===== src/rtl/bht_pkg.sv =====
// Package with shared types and constants for the bucketed hash table.
`timescale 1ns / 1ps
package bht_pkg;
  localparam int MaxBuckets = 256;
  localparam int Ways = 8;
  localparam int MinBuckets = 13;
  localparam int Slots = MaxBuckets * Ways;
  localparam int SlotW = $clog2(Slots);
  localparam int WayW = $clog2(Ways);
  localparam int BucketW = $clog2(MaxBuckets);
  localparam int CountW = 12;
  localparam int CfgW = 9;
  localparam int KeyW = 64;
  localparam int ValW = 64;
  localparam int QDepth = 2;

  typedef enum logic [1:0] {
    OP_LOOKUP = 2'd0,
    OP_INSERT = 2'd1,
    OP_ERASE  = 2'd2,
    OP_CLEAR  = 2'd3
  } op_t;

  // One classified command: the bucket is already worked out by the front end.
  typedef struct packed {
    op_t                op;
    logic [KeyW-1:0]    key;
    logic [ValW-1:0]    value;
    logic [BucketW-1:0] bucket;
  } cmd_t;

  typedef enum logic [1:0] {
    FS_IDLE,
    FS_DIV,
    FS_PUSH
  } front_state_t;

  typedef enum logic [2:0] {
    BS_INIT,
    BS_IDLE,
    BS_CLEAR,
    BS_READ,
    BS_SCAN,
    BS_WRITE,
    BS_OUT
  } back_state_t;
endpackage


===== src/rtl/bht_front.sv =====
// Front end: accepts commands and reduces the key modulo the bucket count.
`timescale 1ns / 1ps
module bht_front (
  input  logic                         clk,
  input  logic                         rst_n,
  input  logic [bht_pkg::CfgW-1:0]     nbuckets,
  input  logic                         in_valid,
  output logic                         in_ready,
  input  bht_pkg::op_t                 in_op,
  input  logic [bht_pkg::KeyW-1:0]     in_key,
  input  logic [bht_pkg::ValW-1:0]     in_value,
  output logic                         cmd_valid,
  input  logic                         cmd_ready,
  output bht_pkg::cmd_t                cmd
);
  // Restoring division, eight quotient bits per cycle over 64 bits.
  localparam int Step = 8;
  localparam int DivW = bht_pkg::CfgW + 1;

  bht_pkg::front_state_t state_r, state_nxt;
  logic [bht_pkg::KeyW-1:0] key_r, shift_r, shift_nxt;
  logic [bht_pkg::ValW-1:0] value_r;
  bht_pkg::op_t             op_r;
  logic [DivW-1:0]          rem_r, rem_nxt;
  logic [bht_pkg::CfgW-1:0] div_r;
  logic [3:0]               cnt_r, cnt_nxt;
  logic [bht_pkg::CfgW-1:0] eff;
  logic                     load;

  always_comb begin
    if (nbuckets < bht_pkg::CfgW'(bht_pkg::MinBuckets)) begin
      eff = bht_pkg::CfgW'(bht_pkg::MinBuckets);
    end else if (nbuckets > bht_pkg::CfgW'(bht_pkg::MaxBuckets)) begin
      eff = bht_pkg::CfgW'(bht_pkg::MaxBuckets);
    end else begin
      eff = nbuckets;
    end
  end

  always_comb begin
    logic [DivW-1:0] r;
    logic [bht_pkg::KeyW-1:0] s;
    r = rem_r;
    s = shift_r;
    for (int i = 0; i < Step; i++) begin
      r = {r[DivW-2:0], s[bht_pkg::KeyW-1]};
      s = {s[bht_pkg::KeyW-2:0], 1'b0};
      if (r >= {1'b0, div_r}) begin
        r = r - {1'b0, div_r};
      end
    end
    rem_nxt = r;
    shift_nxt = s;
  end

  always_comb begin
    state_nxt = state_r;
    in_ready = 1'b0;
    cmd_valid = 1'b0;
    load = 1'b0;
    cnt_nxt = cnt_r;
    case (state_r)
      bht_pkg::FS_IDLE: begin
        in_ready = 1'b1;
        if (in_valid) begin
          load = 1'b1;
          cnt_nxt = '0;
          state_nxt = bht_pkg::FS_DIV;
        end
      end
      bht_pkg::FS_DIV: begin
        cnt_nxt = cnt_r + 4'd1;
        if (cnt_r == 4'(bht_pkg::KeyW / Step - 1)) begin
          state_nxt = bht_pkg::FS_PUSH;
        end
      end
      bht_pkg::FS_PUSH: begin
        cmd_valid = 1'b1;
        if (cmd_ready) begin
          state_nxt = bht_pkg::FS_IDLE;
        end
      end
      default: state_nxt = bht_pkg::FS_IDLE;
    endcase
  end

  always_ff @(posedge clk) begin
    if (!rst_n) begin
      state_r <= bht_pkg::FS_IDLE;
      cnt_r <= '0;
    end else begin
      state_r <= state_nxt;
      cnt_r <= cnt_nxt;
    end
  end

  always_ff @(posedge clk) begin
    if (load) begin
      key_r <= in_key;
      shift_r <= in_key;
      value_r <= in_value;
      op_r <= in_op;
      rem_r <= '0;
      div_r <= eff;
    end else if (state_r == bht_pkg::FS_DIV) begin
      rem_r <= rem_nxt;
      shift_r <= shift_nxt;
    end
  end

  assign cmd.op = op_r;
  assign cmd.key = key_r;
  assign cmd.value = value_r;
  assign cmd.bucket = rem_r[bht_pkg::BucketW-1:0];
endmodule


===== config.mk =====
export PLATFORM = sky130hd
export DESIGN_NAME = bht_front
export DESIGN_NICKNAME = d
export VERILOG_FILES = /design/src/rtl/bht_pkg.sv /design/src/rtl/bht_front.sv
export SDC_FILE = /design/constraint.sdc
export NUM_CORES = 1
export LEC_CHECK = 0
export BUFFER_PORTS_ARGS = -buffer_cell sky130_fd_sc_hd__buf_2
export CORE_MARGIN = 4
export CORE_UTILIZATION = 26
export DETAILED_ROUTE_END_ITERATION = 16
export GPL_ROUTABILITY_DRIVEN = 0
export HOLD_SLACK_MARGIN = 0.02
export PLACE_DENSITY = 0.53
export REMOVE_ABC_BUFFERS = 1
export SLEW_MARGIN = 0
export SYNTH_ARGS = -nofsm -noshare
export SYNTH_HDL_FRONTEND = slang
export SYNTH_SLANG_ARGS = --single-unit
export TNS_END_PERCENT = 1

===== constraint.sdc =====
create_clock -name clk -period 28.8 [get_ports clk]
set_clock_uncertainty 0.05 [all_clocks]
set_input_delay 5.76 -clock clk [delete_from_list [all_inputs] [get_ports clk]]
set_output_delay 5.76 -clock clk [all_outputs]
set_load 0.01 [all_outputs]

==> impl_metrics.prom <==
# TYPE chip_impl_metric gauge
chip_impl_metric{name="rows",unit=""} 76
chip_impl_metric{name="clock.fmax",unit="GHz"} 0.0521
chip_impl_metric{name="sequential_cell_area",unit="um2"} 6400
chip_impl_metric{name="areaGrowthSynthToFinish",unit="%"} 24.3
chip_impl_info{name="setup_repair_after_global_routing_missed_its_margin",value="false"} 1
chip_impl_metric{name="detail_route.vias_per_cell",unit=""} 4.50
chip_impl_info{name="start_kind",value="register"} 1
chip_impl_metric{name="cts.hold.buffers_added",unit=""} 0
chip_impl_metric{name="synth.avg_cell_area",unit="um2"} 11.8
chip_impl_metric{name="die_area",unit="um2"} 47500
chip_impl_metric{name="post-synth-top-area-fraction",unit=""} 0.532
chip_impl_info{name="ys.flop_type",value="edfxtp_1"} 1
chip_impl_metric{name="clockBufferDepth",unit=""} 3
chip_impl_info{name="grt.busiest_layer",value="met2"} 1
chip_impl_metric{name="setup_viol",unit=""} 0
chip_impl_metric{name="finalCritPeriodShare",unit=""} 0.667
chip_impl_metric{name="timing.final.hold_violations",unit=""} 0
chip_impl_metric{name="nets",unit=""} 1479
chip_impl_info{name="worst_setup_path_end_kind",value="register"} 1
chip_impl_info{name="status",value="finished, final reports clean"} 1
chip_impl_info{name="worst_path_most_repeated_cell",value="o21ai_0"} 1
chip_impl_metric{name="yosys_warnings",unit=""} 0
chip_impl_metric{name="grt-ovfl-total",unit=""} 0
chip_impl_metric{name="first_pass_iteration_count_of_the_detailed_router",unit=""} 4
chip_impl_metric{name="cts-resized-gates",unit=""} 0
chip_impl_metric{name="yosysSeqAreaShare",unit=""} 0.558
chip_impl_metric{name="drcViolationCount",unit=""} 0
chip_impl_metric{name="clock_latency",unit="ns"} 0.52
chip_impl_metric{name="pin_count_of_the_biggest_net_entering_global_routing",unit=""} 108
chip_impl_metric{name="dr.first_iter.drc_count",unit=""} 440
chip_impl_metric{name="via_count_of_the_first_global_routing_pass",unit=""} 8665
chip_impl_metric{name="postSynth.asyncResetShare",unit=""} 0
chip_impl_metric{name="timing.max_cap.violations",unit=""} 0
chip_impl_metric{name="clock-sinks",unit=""} 218
chip_impl_metric{name="cts_buffers",unit=""} 24
chip_impl_metric{name="antenna_found_initial",unit=""} 7
chip_impl_metric{name="design.core.area",unit="um2"} 43400
chip_impl_metric{name="final-max-slew-violation-count",unit=""} 0
chip_impl_metric{name="die_width",unit="um"} 218
chip_impl_info{name="yosys-top-cells-area",value="edfxtp_1, ha_1, nand2_1, mux2_2, dfxtp_1"} 1
chip_impl_metric{name="final_cell_area",unit="um2"} 14300
chip_impl_info{name="tritoncts",value="done"} 1
chip_impl_info{name="setup.worst_path.class",value="register to register"} 1
chip_impl_metric{name="grtUsageTotal",unit=""} 0.128
chip_impl_metric{name="period_needed",unit="ns"} 19.21
chip_impl_metric{name="synth.cell_area",unit="um2"} 11500
chip_impl_metric{name="drt_wl_cell",unit="um"} 17.0
chip_impl_metric{name="synthesis.instances",unit=""} 972
chip_impl_metric{name="num_vias",unit=""} 8361
chip_impl_metric{name="tightestPinTransition",unit="ns"} 1.06
chip_impl_metric{name="groute.layer.met3.usage",unit=""} 0.0446
chip_impl_metric{name="place_area",unit="um2"} 13500
chip_impl_metric{name="final_antenna_net_count",unit=""} 0
chip_impl_metric{name="first_pass_grt_wire_length",unit="um"} 48100
chip_impl_metric{name="cts.clk_slew.worst_paths",unit="ns"} 0.07
chip_impl_metric{name="yosys.cell_types.count",unit=""} 67
chip_impl_metric{name="htreeDepth",unit=""} 1
chip_impl_metric{name="multiInputGateArea",unit="um2"} 4770
chip_impl_metric{name="crit_path_max_incr_delay",unit="ns"} 0.76
chip_impl_metric{name="synth_enable_flop_cells",unit=""} 203
chip_impl_metric{name="layout-drive-gt1-share",unit=""} 0.292
chip_impl_info{name="ys_top_cells_by_count",value="edfxtp_1, nand2_1, ha_1"} 1
chip_impl_metric{name="routed_wl",unit="um"} 31700
chip_impl_info{name="synth_largest_area_cell",value="edfxtp_1"} 1
chip_impl_metric{name="flops_latches_synth",unit=""} 218
chip_impl_metric{name="num-fill-cells",unit=""} 4532
chip_impl_metric{name="place.detailed.hpwl",unit="um"} 23900
chip_impl_info{name="cpMaxStageDelayCell",value="a221oi_4"} 1
chip_impl_metric{name="design.portCount",unit=""} 283
chip_impl_info{name="post-synth-top-count-cell",value="edfxtp_1"} 1
chip_impl_info{name="clockRootBuffer",value="clkbuf_16"} 1
chip_impl_metric{name="arrival",unit="ns"} 19.61
chip_impl_info{name="hp-class",value="register to register"} 1
chip_impl_metric{name="die_span_y",unit="um"} 218
chip_impl_metric{name="required",unit="ns"} 29.20
chip_impl_metric{name="grt_use_met1",unit=""} 0.157
chip_impl_metric{name="slew_headroom",unit=""} 0.293
chip_impl_metric{name="post-cts-setup-buffers",unit=""} 0
chip_impl_metric{name="groute.layer.met2.usage",unit=""} 0.215
chip_impl_metric{name="port_buffers",unit=""} 282
chip_impl_metric{name="fin_tns_setup",unit="ns"} 0
chip_impl_metric{name="start_util",unit=""} 0.264
chip_impl_metric{name="path_max_fanout",unit=""} 19
-- cell usage in the layout, fill, tap and decap left out, types with 4 or more instances in the layout --
cell type	n
buf_2	282
dfxtp_1	15
nand4_1	13
a21o_1	24
xor2_1	16
o21bai_1	6
buf_4	4
ha_1	73
clkinv_1	5
edfxtp_1	203
a21oi_1	46
o21ai_1	5
nand2_1	197
o21ai_0	37
clkbuf_16	25
nand3_1	6
nor3_1	8
inv_1	38
a31oi_1	6
nand2b_1	11
nor2_1	39
xnor2_1	34
and3_1	10
fa_1	8
nor2b_1	22
o22ai_1	4
mux2_2	33
clkbuf_1	7
mux2i_1	29
-- sequential cells by signal, summed over array words and instances, names as in the netlist --
register,flops
cnt_r,4
div_r,9
key_r,64
op_r,2
rem_r,9
shift_r,64
state_r,2
value_r,64
-- logic make-up after synthesis --
family / synth area share
adders and majority gates: 0.0936
xor gates and xnor gates: 0.0382
muxes: 0.0636
AOI/OAI and AO/OA: 0.0937
DFF: 0.558
buffers and inverters: 0.0267
and+or+nand+nor: 0.126
-- critical path, delay by kind of cell, from the launching register on --
kind | cells | cell delay (ns)
and+or+nand+nor | 11 | 1.74
adders and majority gates | 8 | 3.28
buffers and inverters | 2 | 0.62
muxes | 10 | 3.67
AOI/OAI and AO/OA | 36 | 9.20
DFF | 1 | 0.59
-- stage by stage --
stage / worst slack (ns) / util / cells / hold slack (ns)
global route: 7.89 / 0.329 / 1858 / 0.479
floorplan: 11.85 / - / 943 / 0.376
global placement: 10.32 / 0.311 / 1814 / 0.408
CTS: 9.58 / 0.329 / 1858 / 0.433
detailed placement: 9.65 / 0.311 / 1814 / 0.420
finish: 9.59 / 0.329 / 1860 / 0.431
-- per-layer routing --
| layer | wire [um] | vias to the layer above | part of all wire |
|---|---|---|---|
| li1 | - | 4092 | - |
| met1 | 13400 | 3943 | 0.42 |
| met2 | 14800 | 268 | 0.47 |
| met3 | 2660 | 52 | 0.084 |
| met4 | 809 | 6 | 0.026 |
| met5 | 38 | - | 0.0012 |
-- final timing paths --
kind	startpoint	endpoint	slack, ns	cells past startpoint
max	div_r[1]	rem_r[0]	9.59	67
min reg2reg	rem_r[8]	rem_r[8]	0.43	2
max reg2reg	div_r[1]	rem_r[0]	9.59	67
min	rem_r[8]	rem_r[8]	0.43	2
-- final cells by class --
cell class / count / area share
clock buffer: 34 / 0.0476
timing repair buffer: 286 / 0.101
inverter: 40 / 0.0111
sequential: 218 / 0.449
multi-input combinational: 685 / 0.334
clock inverter: 10 / 0.00553
tap: 585 / 0.0513
antenna: 2 / 0.000351
Power is left out: the tool's default activity adds up to more than one toggle a clock period on the data nets, which glitch-free logic cannot reach.
