$ cat config.mk
export PLATFORM = sky130hd
export DESIGN_NAME = bht_queue
export DESIGN_NICKNAME = d
export VERILOG_FILES = /design/src/rtl/bht_pkg.sv /design/src/rtl/bht_queue.sv
export SDC_FILE = /design/constraint.sdc
export NUM_CORES = 1
export LEC_CHECK = 0
export BUFFER_PORTS_ARGS = -buffer_cell sky130_fd_sc_hd__buf_2
export CAP_MARGIN = 20
export CELL_PAD_IN_SITES_DETAIL_PLACEMENT = 1
export CELL_PAD_IN_SITES_GLOBAL_PLACEMENT = 1
export CORE_MARGIN = 8
export CORE_UTILIZATION = 35
export CTS_CLUSTER_SIZE = 8
export DETAILED_ROUTE_END_ITERATION = 10
export PLACE_DENSITY_LB_ADDON = 0.1
export SKIP_LAST_GASP = 1
export SYNTH_ARGS = -nofsm -noshare
export SYNTH_HDL_FRONTEND = slang
export SYNTH_SLANG_ARGS = --single-unit
$ cat constraint.sdc
create_clock -name clk -period 6.16 [get_ports clk]
set_clock_uncertainty 0.05 [all_clocks]
set_input_delay 1.232 -clock clk [delete_from_list [all_inputs] [get_ports clk]]
set_output_delay 1.232 -clock clk [all_outputs]
set_load 0.01 [all_outputs]
$ cat src/rtl/bht_pkg.sv
// Package with shared types and constants for the bucketed hash table.
`timescale 1ns / 1ps
package bht_pkg;
  localparam int MaxBuckets = 256;
  localparam int Ways = 8;
  localparam int MinBuckets = 13;
  localparam int Slots = MaxBuckets * Ways;
  localparam int SlotW = $clog2(Slots);
  localparam int WayW = $clog2(Ways);
  localparam int BucketW = $clog2(MaxBuckets);
  localparam int CountW = 12;
  localparam int CfgW = 9;
  localparam int KeyW = 64;
  localparam int ValW = 64;
  localparam int QDepth = 2;

  typedef enum logic [1:0] {
    OP_LOOKUP = 2'd0,
    OP_INSERT = 2'd1,
    OP_ERASE  = 2'd2,
    OP_CLEAR  = 2'd3
  } op_t;

  // One classified command: the bucket is already worked out by the front end.
  typedef struct packed {
    op_t                op;
    logic [KeyW-1:0]    key;
    logic [ValW-1:0]    value;
    logic [BucketW-1:0] bucket;
  } cmd_t;

  typedef enum logic [1:0] {
    FS_IDLE,
    FS_DIV,
    FS_PUSH
  } front_state_t;

  typedef enum logic [2:0] {
    BS_INIT,
    BS_IDLE,
    BS_CLEAR,
    BS_READ,
    BS_SCAN,
    BS_WRITE,
    BS_OUT
  } back_state_t;
endpackage

$ cat src/rtl/bht_queue.sv
// Small command queue between the front end and the back end.
`timescale 1ns / 1ps
module bht_queue (
  input  logic          clk,
  input  logic          rst_n,
  input  logic          push_valid,
  output logic          push_ready,
  input  bht_pkg::cmd_t push_data,
  output logic          pop_valid,
  input  logic          pop_ready,
  output bht_pkg::cmd_t pop_data
);
  localparam int PtrW = $clog2(bht_pkg::QDepth);

  bht_pkg::cmd_t    mem_r [bht_pkg::QDepth];
  logic [PtrW-1:0]  wp_r, rp_r;
  logic [PtrW:0]    cnt_r;
  logic             push, pop;

  assign push_ready = (cnt_r != (PtrW+1)'(bht_pkg::QDepth));
  assign pop_valid = (cnt_r != '0);
  assign push = push_valid && push_ready;
  assign pop = pop_valid && pop_ready;
  assign pop_data = mem_r[rp_r];

  always_ff @(posedge clk) begin
    if (!rst_n) begin
      wp_r <= '0;
      rp_r <= '0;
      cnt_r <= '0;
    end else begin
      if (push) wp_r <= wp_r + 1'b1;
      if (pop) rp_r <= rp_r + 1'b1;
      cnt_r <= cnt_r + (PtrW+1)'(push) - (PtrW+1)'(pop);
    end
  end

  always_ff @(posedge clk) begin
    if (push) mem_r[wp_r] <= push_data;
  end
endmodule

==> qor.csv, run 1 <==
stage,metric,value,unit
run_status,status,"finished, final reports clean",
layout,layout-area-overhead-vs-synth,28.35,%
clock_tree,clock_tree.htree_level_count,2,
floorplan,design.die.area,35100,µm²
sta,relative_slew_slack,30.17,%
placed_design,placed_cell_area,12060,µm²
yosys,postSynth.asyncResetShare,0,%
yosys,synth.ff_latch_count,281,
worst_hold_path,worstHoldPathCells,2,
clock_tree,post_cts_resized,0,
sta,highest_clock_rate,0.2467,GHz
grt,grt_pass1_vias,6168,
sta,worstMarginPinSlew,1047,ps
placed_design,place_congestion,0.7057,
layout,fin_area,13190,µm²
worst_setup_path,path_class,reg -> out,
worst_setup_path,timing.rr.end,mem_r[0][123]$_DFFE_PP_,
floorplan,die-height,187.3,µm
layout,post_route_cells_drive_above_1_share,60.66,%
routing,dr_total_vias,5313,
sta,unrepaired_setup_endpoints_after_global_routing,false,
yosys,synth.cell_area,10270,µm²
clock_tree,clock_latency,510,ps
worst_setup_path,crit_path_end_kind,output port,
worst_setup_path,worstRegToRegCells,4,
clock_tree,clock-sinks,281,
floorplan,pin_count,282,
floorplan,floorplan.initialDensity,35.70,%
pwr,power_leakage,4.876,nW
clock_tree,cts.clk_slew.worst_paths,50,ps
worst_setup_path,reg2reg_from,cnt_r[0]$_SDFF_PN0_,
routing,drtAntennaViolNets,0,
pwr,power.density_cell_area,406.4,nW/µm²
routing,route.detailed.vias_per_inst,4.549,
placed_design,portBuffers,281,
yosys,synth_area_leader_cell,sky130_fd_sc_hd__edfxtp_1,
layout,finalNonFillerCells,1168,
grt,globalRouteTotalUtil,13.21,%
floorplan,rows,62,
sta,setup_violations,0,
worst_setup_path,critical_path_required,4880,ps
routing,drc_errors,0,
worst_hold_path,kind_of_path_behind_the_tightest_hold_check,reg -> reg,
sta,finalHoldViolations,0,
sta,final_period_minus_worst_setup_slack,4054,ps
yosys,synth_area_per_cell,22.43,µm²
yosys,net_count_of_the_mapped_netlist,601,
floorplan,floorplan.core_area,28780,µm²
yosys,post-synth-top-count-cell,sky130_fd_sc_hd__edfxtp_1,
flow_run,cap_violations,0,
sta,fin_crit_sh,65.82,%
layout,layout.nets,914,
yosys,number_of_synthesized_flops_with_an_enable_pin,276,
worst_setup_path,worst_setup_path_start_kind,flip-flop,
grt,grt_start_max_net_pins,105,
worst_setup_path,rrSetupSlack,3450,ps
worst_setup_path,cp_max_fo,69,
clock_tree,cts-hold-fix-buffers,0,
clock_tree,post_cts.repair.setup_buffers,0,
clock_tree,cts_tree,done,
yosys,synth_top_area_share,80.66,%
yosys,yosys_cell_types,24,
yosys,yosysWarnings,0,
clock_tree,clock_tree.buffer_depth,3,
grt,grt_first_pass_wirelength,36.02,mm
routing,detailedRoute.firstPassIterationCount,4,
clock_tree,clk_root_buffer_cell,sky130_fd_sc_hd__clkbuf_16,
placed_design,post-dp-hpwl,15.83,mm
grt,globalRouteOverflowTotal,0,
floorplan,die_w,187.3,µm
sta,final_critical_path_setup_slack,2106,ps
grt,grt_antenna_before_repair,6,
placed_design,detailedPlace.worstSlack,2482,ps
worst_setup_path,worst_ep_arrival_time,2770,ps
clock_tree,cts_made_buffers,41,
yosys,synth_ff_type,sky130_fd_sc_hd__edfxtp_1,
routing,totalWireLength,23.67,mm
yosys,netlist_top_cells_area,"sky130_fd_sc_hd__edfxtp_1, sky130_fd_sc_hd__mux2_2, sky130_fd_sc_hd__buf_6",
sta,fin_setup_tns,0,ps
worst_hold_path,min_from,rp_r$_SDFFE_PN0P_,
placed_design,numPlacedInstances,1112,
yosys,seq_area_frac_synth,81.64,%
pwr,peakVddDrop,216.7,µV
yosys,synth.cells.most_frequent,"sky130_fd_sc_hd__edfxtp_1, sky130_fd_sc_hd__mux2_2, sky130_fd_sc_hd__buf_6, sky130_fd_sc_hd__dfxtp_1, sky130_fd_sc_hd__and2_1",
sta,timing.final.max_slew_violations,0,
routing,route.detailed.wl_per_inst,20.27,µm
yosys,syn_inst,458,
routing,initialDrtViolationCount,157,
-- routing by layer --
layer  vias to the layer above  wire (µm)  GRT usage [%]
met5                         -         56              0
met4                        10        513          4.276
met3                        55       1840          5.127
met2                       183      12630          24.28
met1                      2620       8632          13.52
li1                       2445          -              -
-- stage by stage --
step           hold WS, ps  total power [W]  util, %
5_1_grt              583.7         0.005605    45.81
4_1_cts              545.3         0.005473    45.81
3_3_place_gp         517.0         0.003431    41.89
3_5_place_dp         527.0         0.003458    41.89
6_report             538.7         0.005359    45.82
2_1_floorplan        478.5         0.003076        -
-- placed cells by master (no fill, tap or decap), drive strengths merged --
cell type	count
or2	1
edfxtp	276
a21bo	2
and3	1
nand3b	1
mux2	138
o21ai	2
dfxtp	5
diode	1
nand2b	2
a32oi	1
and2	3
a21boi	1
nand2	1
inv	2
nand3	1
clkinvlp	1
ha	1
nor2	2
clkbuf	53
a211oi	1
mux2i	1
xnor2	1
nor2b	1
buf	285
-- cells by family after synthesis --
| logic type | after synthesis | share of synthesized area [%] |
|---|---|---|
| buffers and inverters | 16 | 1.619 |
| XOR/XNOR | 1 | 0.08526 |
| multiplexers | 139 | 15.22 |
| AO/OA/AOI/OAI | 7 | 0.5237 |
| AND/OR/NAND/NOR | 13 | 0.7916 |
| flip-flops | 281 | 81.64 |
| adder cells (fa/ha/maj) | 1 | 0.1218 |
-- state kept, by name, indices dropped and copies added, names as in the netlist, named ones only --
signal,count
wp_r,1
cnt_r,2
mem_r,276
rp_r,1
-- critical path, stage by stage, from the launching register on --
cell	delay, ps
sky130_fd_sc_hd__dfxtp_4	960
sky130_fd_sc_hd__buf_4	710
sky130_fd_sc_hd__mux2_2	430
sky130_fd_sc_hd__buf_2	150
-- where the power goes --
part | leakage [nW] | internal [W] | switching (W)
registers | 2.62 | 0.00233 | 0.0000966
clock network | 0.546 | 0.00124 | 0.000733
logic | 1.70 | 0.000456 | 0.000500
-- final cells by class --
class                      count  area (µm²)
clock inverter                 2       16.27
antenna                        1       2.502
multi-input combinational    161        1725
tap                          384       480.5
sequential                   281        8392
clock buffer                  53        1114
inverter                       1       8.758
timing repair buffer         285        1449
fill                        2798       15590
-- worst max path at each step --
stage	cells after the start	slack, ps	start	to
2_1_floorplan	1	1140	push_valid	mem_r[1][0]$_DFFE_PP_
3_3_place_gp	3	2520	flip-flop	pop_data[129]
3_5_place_dp	3	2480	flip-flop	pop_data[96]
4_1_cts	3	1940	flip-flop	pop_data[96]
5_1_grt	3	1870	flip-flop	pop_data[96]
6_report	3	2110	flip-flop	pop_data[129]
Note: power is estimated with default switching activity, not from simulation.
==> inputs of run 2 (changes only) <==
Clock period 6.16 ns to 3.7 ns, I/O delays scaled along.
==> run 2 against run 1 <==
Effect of this change: critical path depth unchanged; clock-buffer cell count fell by 3; register-to-register slack worse by 1800 ps; wire length rose by 2.5%; die area did not move; total power increased by 67%; highest routed layer unchanged.
==> qor.csv, run 2 (synthesized netlist as in run 1, its figures left out) <==
stage,metric,value,unit
sta,finalHoldViolations,0,
clock_tree,cts_tree,done,
worst_setup_path,worst_setup_path_start_kind,flip-flop,
grt,globalRouteTotalUtil,13.45,%
routing,route.detailed.vias_per_inst,4.595,
worst_setup_path,critPathBufInv,2,
clock_tree,post_cts_resized,0,
pwr,power.share.switching,24.88,%
floorplan,die_w,187.3,µm
pwr,power_internal,0.006721,W
placed_design,place_congestion,0.7555,
placed_design,portBuffers,281,
worst_hold_path,min_from,push_data[107],
sta,setup_violations,0,
clock_tree,cts-hold-fix-buffers,0,
floorplan,floorplan.initialDensity,35.70,%
layout,layout-area-overhead-vs-synth,28.87,%
worst_setup_path,critical_path.max_stage_delay,470,ps
floorplan,die-height,187.3,µm
pwr,power_frac_seq,44.5,%
layout,utilization_of_the_core_after_routing,46.01,%
layout,commonest_non_fill_non_tap_cell_in_the_layout,sky130_fd_sc_hd__buf_2,
grt,grt_pass1_vias,6190,
run_status,status,"finished, final reports clean",
pwr,switch_pwr,0.002226,W
pwr,peakVddDrop,416.9,µV
clock_tree,clk_root_buffer_cell,sky130_fd_sc_hd__clkbuf_16,
clock_tree,clock_latency,500,ps
worst_setup_path,cp_max_fo,33,
grt,grt_first_pass_wirelength,36.61,mm
worst_setup_path,timing.critical_path.max_delay_family,buffers and inverters,
worst_setup_path,reg2reg_from,cnt_r[0]$_SDFF_PN0_,
worst_setup_path,worstPathCellList,"buf_4, mux2_2, buf_2",
routing,dr_total_vias,5367,
pwr,power.share.combinational,18.9,%
worst_setup_path,crit_path_end_kind,output port,
routing,drtAntennaViolNets,0,
routing,totalWireLength,24.26,mm
sta,fin_setup_tns,0,ps
routing,route.detailed.wl_per_inst,20.77,µm
worst_setup_path,worstRegToRegCells,4,
sta,final_period_minus_worst_setup_slack,2773,ps
worst_setup_path,timing.rr.end,mem_r[0][116]$_DFFE_PP_,
routing,drc_errors,0,
worst_hold_path,hold_path_end,mem_r[0][107]$_DFFE_PP_,
layout,largest-register,mem_r,
sta,timing.final.max_slew_violations,0,
pwr,power.density_cell_area,675.7,nW/µm²
clock_tree,cts.clk_slew.worst_paths,50,ps
layout,num_antenna_cells,0,
clock_tree,clock_tree.htree_level_count,2,
routing,initialDrtViolationCount,212,
sta,unrepaired_setup_endpoints_after_global_routing,false,
worst_setup_path,rrSetupSlack,1700,ps
placed_design,post-dp-hpwl,16.72,mm
layout,reg_top3,"mem_r: 276 flops, cnt_r: 2 flops",
sta,relative_slew_slack,46.25,%
grt,grt_start_max_net_pins,66,
layout,post_route_cells_drive_above_1_share,61.10,%
sta,worstMarginPinSlew,806.3,ps
worst_setup_path,worst_ep_arrival_time,1980,ps
floorplan,design.die.area,35100,µm²
worst_hold_path,kind_of_path_behind_the_tightest_hold_check,in -> reg,
flow_run,cap_violations,0,
floorplan,floorplan.core_area,28780,µm²
pwr,power_leakage,4.901,nW
clock_tree,clock_tree.buffer_depth,3,
grt,grt_antenna_before_repair,4,
floorplan,pin_count,282,
clock_tree,clock-sinks,281,
layout,layout.nets,918,
grt,globalRouteOverflowTotal,0,
worst_setup_path,timing.critical_path.slowest_stage_cell,sky130_fd_sc_hd__dfxtp_4,
worst_hold_path,worstHoldPathCells,1,
clock_tree,post_cts.repair.setup_buffers,0,
sta,fin_crit_sh,74.95,%
worst_setup_path,path_class,reg -> out,
sta,highest_clock_rate,0.3606,GHz
floorplan,rows,62,
layout,layout.cells.most_common_list,"sky130_fd_sc_hd__buf_2, sky130_fd_sc_hd__edfxtp_1, sky130_fd_sc_hd__mux2_2",
layout,max_ffs_per_register,276,
clock_tree,cts_made_buffers,41,
worst_setup_path,critical_path_required,2910,ps
routing,detailedRoute.firstPassIterationCount,3,
pwr,share_clk_of_total_power,36.6,%
-- run 2: layer usage --
layer | global-route usage [%] | wire length, µm | up-vias
met5 | 0 | 50 | -
met4 | 4.459 | 533 | 8
met3 | 5.369 | 1940 | 45
met2 | 22.92 | 12090 | 207
met1 | 15.17 | 9642 | 2652
li1 | - | - | 2455
-- run 2: per-stage QoR --
stage	hold slack, ps	std cells	total power, W	setup WS, ps	cell area [µm²]
6_report	364.5	1168	0.008947	926.7	13240
4_1_cts	339.4	1168	0.009128	875.1	13240
5_1_grt	345.3	1168	0.009356	840.2	13240
3_3_place_gp	527.2	1116	0.005734	1469	12120
2_1_floorplan	502.2	458	0.005104	342.8	10280
3_5_place_dp	524.2	1116	0.005781	1409	12120
-- run 2: layout make-up --
type | count | area, µm²
clock buffer | 50 | 1102
clock inverter | 2 | 17.52
fill | 2789 | 15540
inverter | 1 | 7.507
multi-input combinational | 161 | 1725
sequential | 281 | 8392
tap | 384 | 480.5
timing repair buffer | 289 | 1516
-- run 2: power groups by stage --
stage | sequential [W] | combinational (W) | clock (W)
finish | 0.00398 | 0.00169 | 0.00327
global route | 0.00401 | 0.00184 | 0.00351
CTS | 0.00399 | 0.00175 | 0.00339
detailed placement | 0.00405 | 0.00174 | 0
global placement | 0.00403 | 0.00171 | 0
floorplan | 0.00401 | 0.00109 | 0
-- run 2: how the worst max path moves through the flow --
stage,to,startpoint,cells after the start
after floorplan,mem_r[0][0]$_DFFE_PP_,push_valid,2
after global placement,mem_r[0][98]$_DFFE_PP_,push_valid,4
after detailed placement,mem_r[0][77]$_DFFE_PP_,push_valid,4
after CTS,pop_data[66],flip-flop,3
after global routing,pop_data[72],flip-flop,3
final,pop_data[66],flip-flop,3
==> inputs of run 3 (changes only) <==
Clock period 3.7 ns to 2.25 ns, I/O delays scaled along.
==> run 3 against run 2 <==
Effect of this change: wire length increased by 7.4%; hold slack got worse by 290 ps; cell area up 7.2%; core utilization increased by 3.3 points; sequential power rose by 65%; global-route usage rose by 0.051 points; clock power up 65%; sequential share of layout area shrank 4.2 points; critical endpoint is now pop_data[80]; highest routed layer unchanged.
==> qor.csv, run 3 (synthesized netlist as in run 1, its figures left out) <==
stage,metric,value,unit
sta,timing.final.max_slew_violations,0,
worst_setup_path,worstRegToRegCells,3,
routing,initialDrtViolationCount,223,
worst_setup_path,critical_path_required,1750,ps
sta,fin_worst_hold_slack,77.84,ps
clock_tree,clock_tree.htree_level_count,2,
worst_setup_path,rrSetupSlack,550,ps
pwr,power_frac_seq,41.5,%
worst_hold_path,kind_of_path_behind_the_tightest_hold_check,in -> reg,
layout,max_ffs_per_register,276,
worst_setup_path,worst_ep_arrival_time,1740,ps
clock_tree,clock_latency,510,ps
layout,layout.cells.most_common_list,"sky130_fd_sc_hd__edfxtp_1, sky130_fd_sc_hd__buf_2, sky130_fd_sc_hd__mux2_2",
floorplan,die-height,187.3,µm
clock_tree,cts-hold-fix-buffers,0,
worst_setup_path,crit_path_end_kind,output port,
placed_design,post-dp-hpwl,16.90,mm
clock_tree,clock-sinks,281,
floorplan,pin_count,282,
floorplan,floorplan.initialDensity,35.70,%
sta,worstMarginPinSlew,392.8,ps
layout,largest-register,mem_r,
pwr,power.share.switching,24.96,%
sta,finalHoldViolations,0,
placed_design,place_congestion,0.7769,
layout,layout.nets,939,
sta,setup_violations,0,
grt,globalRouteOverflowTotal,0,
worst_setup_path,termination_of_the_worst_setup_path,pop_data[80],
layout,commonest_non_fill_non_tap_cell_in_the_layout,sky130_fd_sc_hd__edfxtp_1,
sta,unrepaired_setup_endpoints_after_global_routing,true,
grt,globalRouteTotalUtil,13.50,%
sta,final_period_minus_worst_setup_slack,2245,ps
clock_tree,clock_tree.buffer_depth,3,
placed_design,numPlacedInstances,1120,
pwr,power.share.combinational,24.2,%
worst_setup_path,reg2reg_from,cnt_r[0]$_SDFF_PN0_,
placed_design,placed_cell_area,12200,µm²
floorplan,rows,62,
routing,detailedRoute.firstPassIterationCount,7,
layout,fillers,2705,
worst_setup_path,timing.rr.end,mem_r[1][46]$_DFFE_PP_,
routing,route.detailed.wl_per_inst,21.85,µm
floorplan,floorplan.core_area,28780,µm²
sta,fin_crit_sh,99.77,%
placed_design,portBuffers,281,
grt,grt_start_max_net_pins,62,
pwr,switch_pwr,0.003937,W
grt,grt_pass1_vias,6282,
clock_tree,clk_root_buffer_cell,sky130_fd_sc_hd__clkbuf_16,
clock_tree,cts_made_buffers,41,
routing,drc_errors,0,
layout,fin_area,14190,µm²
pwr,power.density_cell_area,1111,nW/µm²
pwr,peakVddDrop,612.3,µV
clock_tree,cts.clk_slew.worst_paths,50,ps
grt,grt_antenna_before_repair,5,
worst_setup_path,worst_setup_path_start_kind,flip-flop,
sta,relative_slew_slack,73.81,%
clock_tree,cts_tree,done,
floorplan,design.die.area,35100,µm²
flow_run,cap_violations,0,
pwr,power_internal,0.01184,W
routing,drtAntennaViolNets,0,
layout,finalNonFillerCells,1192,
sta,fin_setup_tns,0,ps
routing,totalWireLength,26.05,mm
sta,highest_clock_rate,0.4455,GHz
routing,route.detailed.vias_per_inst,4.663,
worst_setup_path,path_class,reg -> out,
routing,dr_total_vias,5558,
floorplan,die_w,187.3,µm
pwr,share_clk_of_total_power,34.3,%
layout,post_route_cells_drive_above_1_share,62.28,%
grt,grt_first_pass_wirelength,36.75,mm
worst_setup_path,cp_max_fo,9,
run_status,status,"finished, final reports clean",
pwr,post-layout-total-power,0.01577,W
layout,reg_top3,"mem_r: 276 flops, cnt_r: 2 flops",
layout,layout-area-overhead-vs-synth,38.11,%
pwr,power_leakage,5.384,nW
[run 3: cell types whose count changed in the layout (fill, tap and decap cells not counted), moves of 3 or more]
cell | before | now
sky130_fd_sc_hd__buf_6 | 0 | 49
sky130_fd_sc_hd__buf_4 | 4 | 9
sky130_fd_sc_hd__mux2_2 | 138 | 85
sky130_fd_sc_hd__clkbuf_16 | 43 | 49
sky130_fd_sc_hd__buf_8 | 0 | 3
sky130_fd_sc_hd__buf_12 | 4 | 12
sky130_fd_sc_hd__buf_2 | 281 | 229
sky130_fd_sc_hd__mux2_4 | 0 | 53
[run 3: per-stage QoR]
stage	util, %	setup WS, ps
3_3_place_gp	42.41	361.8
3_5_place_dp	42.41	340.0
5_1_grt	49.31	-65.69
2_1_floorplan	-	-873.0
6_report	49.31	5.237
4_1_cts	46.40	-64.99
[run 3: worst min-delay path by stage]
stage	startpoint	end	slack (ps)	depth (start not counted)
floorplan	push_data[0]	mem_r[0][0]$_DFFE_PP_	500	0
global placement	rp_r$_SDFFE_PN0P_	rp_r$_SDFFE_PN0P_	530	2
detailed placement	rp_r$_SDFFE_PN0P_	flip-flop	540	2
CTS	push_data[124]	mem_r[0][124]$_DFFE_PP_	40	1
global route	push_data[132]	mem_r[1][132]$_DFFE_PP_	50	1
finish	push_data[66]	mem_r[1][66]$_DFFE_PP_	80	1
[run 3: power groups by stage]
stage | registers (W) | logic (W) | clock network, W
after floorplan | 0.00660 | 0.00179 | 0
after global placement | 0.00663 | 0.00285 | 0
after detailed placement | 0.00666 | 0.00291 | 0
after CTS | 0.00654 | 0.00297 | 0.00560
after global routing | 0.00659 | 0.00409 | 0.00578
final | 0.00655 | 0.00382 | 0.00541
[run 3: what timing repair did]
action / 4_1_cts / 5_1_grt
resized for setup: 2 / 136
buffers inserted: 2 / 4
endpoints found under the setup margin: 124 / 98
gates cloned: 0 / 11
[run 3: critical path: stages (launching register included)]
cell and delay [ps]:
sky130_fd_sc_hd__dfxtp_4 430, sky130_fd_sc_hd__buf_8 160, sky130_fd_sc_hd__clkbuf_16 160, sky130_fd_sc_hd__mux2_2 340
sky130_fd_sc_hd__buf_2 140
[run 3: layout make-up]
class	count	area, µm²	area share, %
Tap cell	384	480.5	3.386
Inverter	1	7.507	0.05290
Sequential cell	281	8394	59.15
Clock inverter	2	17.52	0.1234
Antenna cell	2	5.005	0.03527
Clock buffer	51	1106	7.794
Multi-Input combinational cell	161	1924	13.56
Timing Repair Buffer	310	2256	15.90
[run 3: routing by layer]
metal | vias up | global-route usage (%) | share of wire, %
met4 | 6 | 4.154 | 2.4
met3 | 53 | 5.239 | 7.9
li1 | 2498 | - | -
met5 | - | 0 | 0.12
met1 | 2795 | 14.74 | 37
met2 | 206 | 23.85 | 52
